## config.mk

```make
export PLATFORM = sky130hd
export DESIGN_NAME = joint_stereo_coefficient_unit
export DESIGN_NICKNAME = d
export VERILOG_FILES = /design/src/hw/rtl/jsc_pkg.sv /design/src/hw/rtl/jsc_intensity_scaler.sv /design/src/hw/rtl/joint_stereo_coefficient_unit.sv
export SDC_FILE = /design/constraint.sdc
export NUM_CORES = 2
export LEC_CHECK = 0
export BUFFER_PORTS_ARGS = -buffer_cell sky130_fd_sc_hd__clkbuf_2
export CORE_MARGIN = 2
export CORE_UTILIZATION = 58
export CTS_BUF_LIST = sky130_fd_sc_hd__clkbuf_8
export DETAILED_ROUTE_END_ITERATION = 10
export PLACE_DENSITY = 0.72
export SYNTH_ARGS = -nofsm -noshare
export SYNTH_HDL_FRONTEND = slang
export SYNTH_SLANG_ARGS = --single-unit
```

## constraint.sdc

```tcl
create_clock -name clk_i -period 21.8 [get_ports clk_i]
set_input_delay 4.36 -clock clk_i [delete_from_list [all_inputs] [get_ports clk_i]]
set_output_delay 4.36 -clock clk_i [all_outputs]
set_load 0.01 [all_outputs]
```

## src/hw/rtl/jsc_pkg.sv

```systemverilog
`timescale 1ns / 1ps

package jsc_pkg;

  localparam int unsigned CoefW  = 32;
  localparam int unsigned SfW    = 16;
  localparam int unsigned CbW    = 4;
  localparam int unsigned CfgIdxW = 3;
  localparam int unsigned NormW  = 5;   // redundant sign bit count, 0..31
  localparam int unsigned ShiftW = 16;  // net shift n + e, signed

  localparam int unsigned FracBits = 16;  // product scaling
  localparam int unsigned ExpBias  = 2;   // exponent offset of the scalefactor
  localparam int unsigned SfIdxW   = 2;   // scalefactor bits picking a table word

  // intensity codebooks, lower and upper
  localparam logic [CbW-1:0] CbIntensityLo = 4'd14;
  localparam logic [CbW-1:0] CbIntensityHi = 4'd15;

  typedef enum logic [CfgIdxW-1:0] {
    CFG_LOW_DELAY  = 3'd0,
    CFG_NEGATE_SF  = 3'd1,
    CFG_SCALE_W0   = 3'd2,
    CFG_SCALE_W1   = 3'd3,
    CFG_SCALE_W2   = 3'd4,
    CFG_SCALE_W3   = 3'd5
  } cfg_idx_e;

  // operands handed to the intensity scaler
  typedef struct packed {
    logic signed [CoefW-1:0] left;
    logic                    ms;
    logic                    cb_lsb;
    logic signed [SfW-1:0]   sf;
  } is_req_t;

  typedef logic signed [CoefW-1:0] scale_tbl_t [2**SfIdxW];

endpackage

```

## src/hw/rtl/jsc_intensity_scaler.sv

```systemverilog
`timescale 1ns / 1ps

// Intensity right-channel scaler: 3 register stages, result combinational
// off the last stage.
module jsc_intensity_scaler (
  input  logic                                clk_i,
  input  jsc_pkg::is_req_t                    req_i,
  input  logic                                negate_sf_i,
  input  jsc_pkg::scale_tbl_t                 scale_word_i,
  output logic signed [jsc_pkg::CoefW-1:0]    right_o
);
  import jsc_pkg::*;

  localparam logic signed [CoefW-1:0] Max32 = {1'b0, {(CoefW-1){1'b1}}};
  localparam logic signed [CoefW-1:0] Min32 = {1'b1, {(CoefW-1){1'b0}}};

  // stage 1: scalefactor, table word, normalisation count
  logic signed [SfW:0]        f;
  logic signed [SfW-2:0]      f_div4;
  logic signed [ShiftW-1:0]   e_d;
  logic signed [CoefW-1:0]    w_sel, w_d;
  logic        [CoefW-1:0]    mag;
  logic        [NormW-1:0]    n_d;

  logic signed [CoefW-1:0]    left_s1_q, w_s1_q;
  logic        [NormW-1:0]    n_s1_q;
  logic signed [ShiftW-1:0]   e_s1_q;

  always_comb begin
    f      = negate_sf_i ? -{req_i.sf[SfW-1], req_i.sf} : {req_i.sf[SfW-1], req_i.sf};
    f_div4 = f[SfW:SfIdxW];
    e_d    = -ShiftW'(f_div4) - ShiftW'(ExpBias);
    w_sel  = scale_word_i[f[SfIdxW-1:0]];
    w_d    = (req_i.ms == req_i.cb_lsb) ? -w_sel : w_sel;
    mag    = req_i.left[CoefW-1] ? ~req_i.left : req_i.left;
    n_d    = NormW'(CoefW - 1);
    for (int i = 0; i < CoefW - 1; i++) begin
      if (mag[i]) n_d = NormW'(CoefW - 2 - i);
    end
  end

  always_ff @(posedge clk_i) begin
    left_s1_q <= req_i.left;
    w_s1_q    <= w_d;
    n_s1_q    <= n_d;
    e_s1_q    <= e_d;
  end

  // stage 2: normalised operand and net shift
  logic signed [CoefW-1:0]  x_s2_q, w_s2_q;
  logic signed [ShiftW-1:0] s_s2_q;

  always_ff @(posedge clk_i) begin
    x_s2_q <= left_s1_q <<< n_s1_q;
    w_s2_q <= w_s1_q;
    s_s2_q <= e_s1_q + ShiftW'(n_s1_q);
  end

  // stage 3: 32x32 product, keep bits 47..16
  logic signed [2*CoefW-1:0] prod;
  logic signed [CoefW-1:0]   p_s3_q;
  logic signed [ShiftW-1:0]  s_s3_q;

  assign prod = x_s2_q * w_s2_q;

  always_ff @(posedge clk_i) begin
    p_s3_q <= prod[FracBits +: CoefW];
    s_s3_q <= s_s2_q;
  end

  // output: shift back by the net exponent, saturating on left shifts
  logic signed [ShiftW-1:0]  k;
  logic signed [2*CoefW-1:0] wide_shl;
  logic signed [CoefW-1:0]   sat_val;

  always_comb begin
    k        = -s_s3_q;
    wide_shl = {{CoefW{p_s3_q[CoefW-1]}}, p_s3_q} <<< k[NormW-1:0];
    sat_val  = p_s3_q[CoefW-1] ? Min32 : Max32;
    if (s_s3_q[ShiftW-1]) begin
      if (p_s3_q == '0) begin
        right_o = '0;
      end else if (k >= ShiftW'(CoefW)) begin
        right_o = sat_val;
      end else if (wide_shl[2*CoefW-1:CoefW-1] != {(CoefW+1){wide_shl[CoefW-1]}}) begin
        right_o = sat_val;
      end else begin
        right_o = wide_shl[CoefW-1:0];
      end
    end else if (s_s3_q >= ShiftW'(CoefW)) begin
      right_o = {CoefW{p_s3_q[CoefW-1]}};
    end else begin
      right_o = p_s3_q >>> s_s3_q[NormW-1:0];
    end
  end

endmodule

```

## src/hw/rtl/joint_stereo_coefficient_unit.sv

```systemverilog
`timescale 1ns / 1ps

// Joint-stereo coefficient unit. One left/right coefficient beat is taken on
// every clock at which start_i is high; busy_o is always low, so the unit
// never refuses a beat. Each beat returns one processed pair on
// left_out_o/right_out_o, flagged by done_o for a single cycle, in order,
// after it passes the intensity path: sign normalisation, operand shift and
// the 32x32 multiply each sit in their own register stage, and the
// saturating exponent shift feeds the output register. The receiver cannot
// stall the results. The user must write configuration (cfg_we_i/cfg_idx_i/
// cfg_wdata_i) only while no beat is in flight; the unit itself does not
// enforce this. Writes to unused indexes are ignored.
module joint_stereo_coefficient_unit (
  input  logic                                clk_i,
  input  logic                                rst_ni,
  // configuration
  input  logic                                cfg_we_i,
  input  logic [jsc_pkg::CfgIdxW-1:0]         cfg_idx_i,
  input  logic [jsc_pkg::CoefW-1:0]           cfg_wdata_i,
  // command
  input  logic                                start_i,
  output logic                                busy_o,
  input  logic                                mode_i,
  input  logic signed [jsc_pkg::CoefW-1:0]    left_coef_i,
  input  logic signed [jsc_pkg::CoefW-1:0]    right_coef_i,
  input  logic                                ms_used_i,
  input  logic [jsc_pkg::CbW-1:0]             band_codebook_i,
  input  logic signed [jsc_pkg::SfW-1:0]      band_scalefactor_i,
  // result
  output logic                                done_o,
  output logic signed [jsc_pkg::CoefW-1:0]    left_out_o,
  output logic signed [jsc_pkg::CoefW-1:0]    right_out_o
);
  import jsc_pkg::*;

  localparam int unsigned Depth = 3;  // register stages inside the scaler

  localparam logic signed [CoefW-1:0] Max32 = {1'b0, {(CoefW-1){1'b1}}};
  localparam logic signed [CoefW-1:0] Min32 = {1'b1, {(CoefW-1){1'b0}}};

  // ---------------------------------------------------------------------
  // Configuration registers
  // ---------------------------------------------------------------------
  logic       low_delay_q, negate_sf_q;
  scale_tbl_t scale_word_q;

  always_ff @(posedge clk_i or negedge rst_ni) begin
    if (!rst_ni) begin
      low_delay_q  <= 1'b0;
      negate_sf_q  <= 1'b0;
      scale_word_q <= '{default: '0};
    end else if (cfg_we_i) begin
      case (cfg_idx_e'(cfg_idx_i))
        CFG_LOW_DELAY: low_delay_q     <= cfg_wdata_i[0];
        CFG_NEGATE_SF: negate_sf_q     <= cfg_wdata_i[0];
        CFG_SCALE_W0:  scale_word_q[0] <= cfg_wdata_i;
        CFG_SCALE_W1:  scale_word_q[1] <= cfg_wdata_i;
        CFG_SCALE_W2:  scale_word_q[2] <= cfg_wdata_i;
        CFG_SCALE_W3:  scale_word_q[3] <= cfg_wdata_i;
        default: ;
      endcase
    end
  end

  // Every cycle can take a beat.
  assign busy_o = 1'b0;

  logic accept;
  assign accept = start_i && !busy_o;

  // ---------------------------------------------------------------------
  // Entry: M/S sum/difference and intensity decision
  // ---------------------------------------------------------------------
  typedef struct packed {
    logic                    use_is;   // right output comes from the scaler
    logic signed [CoefW-1:0] left;
    logic signed [CoefW-1:0] right;
  } side_t;

  logic signed [CoefW:0] sum, diff;
  logic                  is_cb;
  side_t                 side_d;

  always_comb begin
    sum  = {left_coef_i[CoefW-1], left_coef_i} + {right_coef_i[CoefW-1], right_coef_i};
    diff = {left_coef_i[CoefW-1], left_coef_i} - {right_coef_i[CoefW-1], right_coef_i};
    // low-delay objects only allow the two top codebooks, which a 4-bit
    // codebook cannot exceed anyway
    is_cb = low_delay_q ? (band_codebook_i == CbIntensityLo ||
                           band_codebook_i == CbIntensityHi)
                        : (band_codebook_i >= CbIntensityLo);

    side_d.use_is = mode_i && is_cb;
    side_d.left   = left_coef_i;
    side_d.right  = right_coef_i;
    if (!mode_i && ms_used_i) begin
      if (sum[CoefW] != sum[CoefW-1]) begin
        side_d.left = sum[CoefW] ? Min32 : Max32;
      end else begin
        side_d.left = sum[CoefW-1:0];
      end
      if (diff[CoefW] != diff[CoefW-1]) begin
        side_d.right = diff[CoefW] ? Min32 : Max32;
      end else begin
        side_d.right = diff[CoefW-1:0];
      end
    end
  end

  // ---------------------------------------------------------------------
  // Intensity scaler
  // ---------------------------------------------------------------------
  is_req_t                 is_req;
  logic signed [CoefW-1:0] is_right;

  assign is_req.left   = left_coef_i;
  assign is_req.ms     = ms_used_i;
  assign is_req.cb_lsb = band_codebook_i[0];
  assign is_req.sf     = band_scalefactor_i;

  jsc_intensity_scaler u_scaler (
    .clk_i        (clk_i),
    .req_i        (is_req),
    .negate_sf_i  (negate_sf_q),
    .scale_word_i (scale_word_q),
    .right_o      (is_right)
  );

  // ---------------------------------------------------------------------
  // Side pipe, aligned with the scaler stages
  // ---------------------------------------------------------------------
  logic [Depth-1:0] side_valid_q;
  side_t            side_q [Depth];

  always_ff @(posedge clk_i or negedge rst_ni) begin
    if (!rst_ni) begin
      side_valid_q <= '0;
    end else begin
      side_valid_q <= {side_valid_q[Depth-2:0], accept};
    end
  end

  always_ff @(posedge clk_i) begin
    side_q[0] <= side_d;
    for (int i = 1; i < Depth; i++) begin
      side_q[i] <= side_q[i-1];
    end
  end

  // ---------------------------------------------------------------------
  // Output register
  // ---------------------------------------------------------------------
  logic                    done_q;
  logic signed [CoefW-1:0] left_out_q, right_out_q;

  always_ff @(posedge clk_i or negedge rst_ni) begin
    if (!rst_ni) begin
      done_q <= 1'b0;
    end else begin
      done_q <= side_valid_q[Depth-1];
    end
  end

  always_ff @(posedge clk_i) begin
    left_out_q  <= side_q[Depth-1].left;
    right_out_q <= side_q[Depth-1].use_is ? is_right : side_q[Depth-1].right;
  end

  assign done_o      = done_q;
  assign left_out_o  = left_out_q;
  assign right_out_o = right_out_q;

endmodule

```

==> summary.md <==
| Metric | Value |
|---|---|
| Synth unique cells | 90 |
| DR top layer | met4 |
| Max Fclk | 114 MHz |
| Input/output buffers | 189 |
| Largest net degree at the start of global routing | 85 |
| Total GRT Usage | 32.5% |
| Area after DPL | 0.0584 mm^2 |
| Post-CTS Resized | 0 |
| Clk root buf | clkbuf_8 |
| Core Region | 0.0966 mm^2 |
| WP data arrival | 9.38 ns |
| Setup CP Type | input pin to flop |
| Fin cells | 7272 |
| Mapped Avg Cell Area | 9.60 um^2 |
| Initial antenna violation count | 7 |
| Area Growth Syn to Fin | 6.78% |
| Clock period minus worst slack | 8.76 ns |
| FF-to-FF setup slack | 13.08 ns |
| R2r worst-path depth | 25 |
| Clock Tree Buf Depth | 3 |
| Vias in the first global route | 44200 |
| Synth Instances | 5889 |
| Syn Nets | 7094 |
| DR WL met2 | 74300 um |
| Final max-slew violation count | 0 |
| Outcome | completed |
| Worst skew pair latency | 0.73 ns |
| Crit path launch | right_coef_i[1] |
| CTS tree | yes |
| Slew @ Worst Pin | 1.23 ns |
| Critical path capture point | side_q[0][39] |
| Total Wirelength | 156000 um |
| Final Hold Vio Count | 0 |
| Max transition margin | 18.3% |
| DR vias/cell | 5.80 |
| # nets final | 7125 |
| Routed WL per cell | 21.5 um |
| Clock skew | 0.0415 ns |
| Gpl congestion | 0.985 |
| # setup viols final | 0 |
| Share of post-route cells with drive strength above 1 | 11.6% |
| Initial Util | 58.5% |
| Row count | 114 |
| DR pass1 iterations | 5 |
| # hold bufs at CTS | 0 |
| GRT overflow | 0 |
| Mapped Area | 0.0565 mm^2 |
| Post-DRT Antenna Nets | 0 |
| Clk slew on worst S/H paths | 0.07 ns |
| Crit Path Max Fanout | 26 |
| Sequential area share after synthesis | 22.6% |
| Clock sinks | 605 |
| DRT iter0 DRCs | 3674 |
| Critical Path Start Type | input pin |
| Worst r2r dst | u_scaler.p_s3_q[31] |
| Die W | 316 um |
| Post-synth EDFFs | 0 |
| H-tree depth | 3 |
| RSZ-0062 raised after global routing | false |
| Residual DRC | 0 |
| Die area | 0.100 mm^2 |
| Met3 wire length | 11000 um |
| Final Instance Area | 0.0603 mm^2 |
| Core occupancy in the finished layout | 62.5% |
| Top-Level Pins | 191 |
| CTS buffer count | 89 |
| Worst Setup End Kind | flop |
| Synth warn | 0 |
| Dpl cells | 7105 |
| Max_cap viols | 0 |
| Hold Crit Class | flop to flop |
| Ys async rst share | 22.0% |
| Via count | 42100 |
| Metal-1 WL | 62600 um |
| Die height | 316 um |
| Critical path data required time | 22.42 ns |
| Total negative slack | 0 ns |
| Final period util | 40.2% |
| Post-CTS Setup Inserts | 0 |
| Global-route wire length before repair | 250000 um |
| Reg2reg start | u_scaler.x_s2_q[8] |
| HPWL after DPL | 117000 um |
| Most common flop cell mapped by yosys | dfxtp_1 |
| #FFs+latches synth | 605 |
-- routing by layer --
layer | global-route usage, % | vias to the layer above
met5 | 0 | -
met3 | 5.06 | 410
met1 | 42.2 | 21300
met4 | 16.4 | 0
met2 | 53.4 | 1744
li1 | - | 18700
-- worst min path at each step --
| stage | slack, ns | cells past startpoint | startpoint | end |
|---|---|---|---|---|
| floorplan | 0.31 | 0 | side_q[0][162] | left_out_o[0] |
| global placement | 0.31 | 0 | side_q[0][103] | side_q[0][168] |
| detailed placement | 0.31 | 0 | u_scaler.w_s1_q[12] | u_scaler.w_s2_q[12] |
| CTS | 0.32 | 0 | side_q[0][164] | left_out_o[2] |
| global route | 0.33 | 0 | side_q[0][191] | left_out_o[29] |
| finish | 0.32 | 0 | side_q[0][69] | side_q[0][134] |
-- flip-flops by register name, summed over array words and instances (netlist names) --
register	count
u_scaler.s_s2_q	16
u_scaler.p_s3_q	32
side_valid_q	3
side_q	195
u_scaler.w_s1_q	32
left_out_o	32
done_o	1
negate_sf_q	1
u_scaler.n_s1_q	5
u_scaler.e_s1_q	16
u_scaler.s_s3_q	16
u_scaler.w_s2_q	32
u_scaler.left_s1_q	32
u_scaler.x_s2_q	32
scale_word_q	128
right_out_o	32
-- cells in the mapped netlist (8+ instances only) --
cell	instances	area share, %
inv_1	884	5.9
fa_1	841	30
nand2_1	748	5.0
dfxtp_1	472	17
and2_1	434	4.8
clkbuf_1	281	1.9
ha_1	239	5.3
nor2_1	228	1.5
o21ai_0	204	1.8
a21oi_1	194	1.7
mux2_2	150	3.0
dfrtp_1	133	5.9
xnor2_1	123	1.9
mux2i_1	89	1.6
mux4_2	82	3.3
xor2_1	67	1.0
nor3_1	49	0.43
nand2b_1	46	0.51
nor2b_1	46	0.51
nand3_1	45	0.40
a21o_1	38	0.50
a211oi_1	37	0.49
a22o_1	28	0.43
nor4_1	26	0.29
a31oi_1	25	0.28
o21ai_1	25	0.22
buf_2	24	0.21
buf_1	21	0.14
nand4_1	20	0.22
or3_1	20	0.22
o21a_1	19	0.25
o22ai_1	18	0.20
o21bai_1	17	0.23
and3_1	16	0.18
o211ai_1	14	0.19
o31ai_1	14	0.19
or2_2	13	0.14
o221ai_1	11	0.17
a221oi_1	10	0.15
a21boi_0	8	0.11
-- cell families (layout without fill, tap and decap cells) --
| kind of cell | Yosys count | count (layout) | share of synthesized area [%] |
|---|---|---|---|
| AO/OA/AOI/OAI | 730 | 730 | 8.07 |
| adder cells (fa/ha/maj) | 1082 | 1082 | 35.1 |
| other | 1 | 6 | 0.00663 |
| flip-flops | 605 | 605 | 22.6 |
| multiplexers | 330 | 330 | 8.20 |
| XOR/XNOR | 192 | 192 | 3.00 |
| AND/OR/NAND/NOR | 1726 | 1726 | 14.7 |
| buffers and inverters | 1223 | 1325 | 8.27 |
-- layout make-up --
cell class / count / area (um^2)
clock buffer: 107 / 1470
fill: 8072 / 36200
antenna: 5 / 12.5
multi-input combinational: 4061 / 39100
tap: 1276 / 1600
sequential: 605 / 12800
timing repair buffer: 274 / 1590
inverter: 889 / 3340
clock inverter: 55 / 429
-- cell usage in the layout, fill, tap and decap left out, types with 24 or more instances in the layout --
cell type	n
inv_1	909
fa_1	841
nand2_1	748
dfxtp_1	460
and2_1	434
ha_1	239
nor2_1	227
o21ai_0	204
a21oi_1	194
clkbuf_2	188
mux2_2	150
dfrtp_1	133
xnor2_1	121
clkbuf_8	107
mux2i_1	88
buf_4	86
mux4_2	82
xor2_1	67
nor3_1	48
nand3_1	45
nor2b_1	45
nand2b_1	45
a21o_1	38
a211oi_1	37
a22o_1	28
nor4_1	26
a31oi_1	25
o21ai_1	24
-- per-stage QoR --
stage	worst slack [ns]	hold WS (ns)
finish	13.04	0.316
global route	12.52	0.325
CTS	13.23	0.321
detailed placement	12.48	0.312
global placement	12.61	0.310
floorplan	12.93	0.310
-- critical path, stage by stage --
cell	delay, ns
clkbuf_2	0.14
inv_1	0.11
ha_1	0.30
nand2b_1	0.10
a21oi_1	0.08
o21bai_1	0.35
a211oi_1	0.28
a2111oi_0	0.95
o21ai_1	0.37
a21o_1	0.30
a311oi_2	0.53
or2_1	1.00
o21ai_0	0.24
a22o_1	0.26
Power is not shown: default switching activity piles up to over one toggle a cycle in this logic, so the estimate is an artifact.
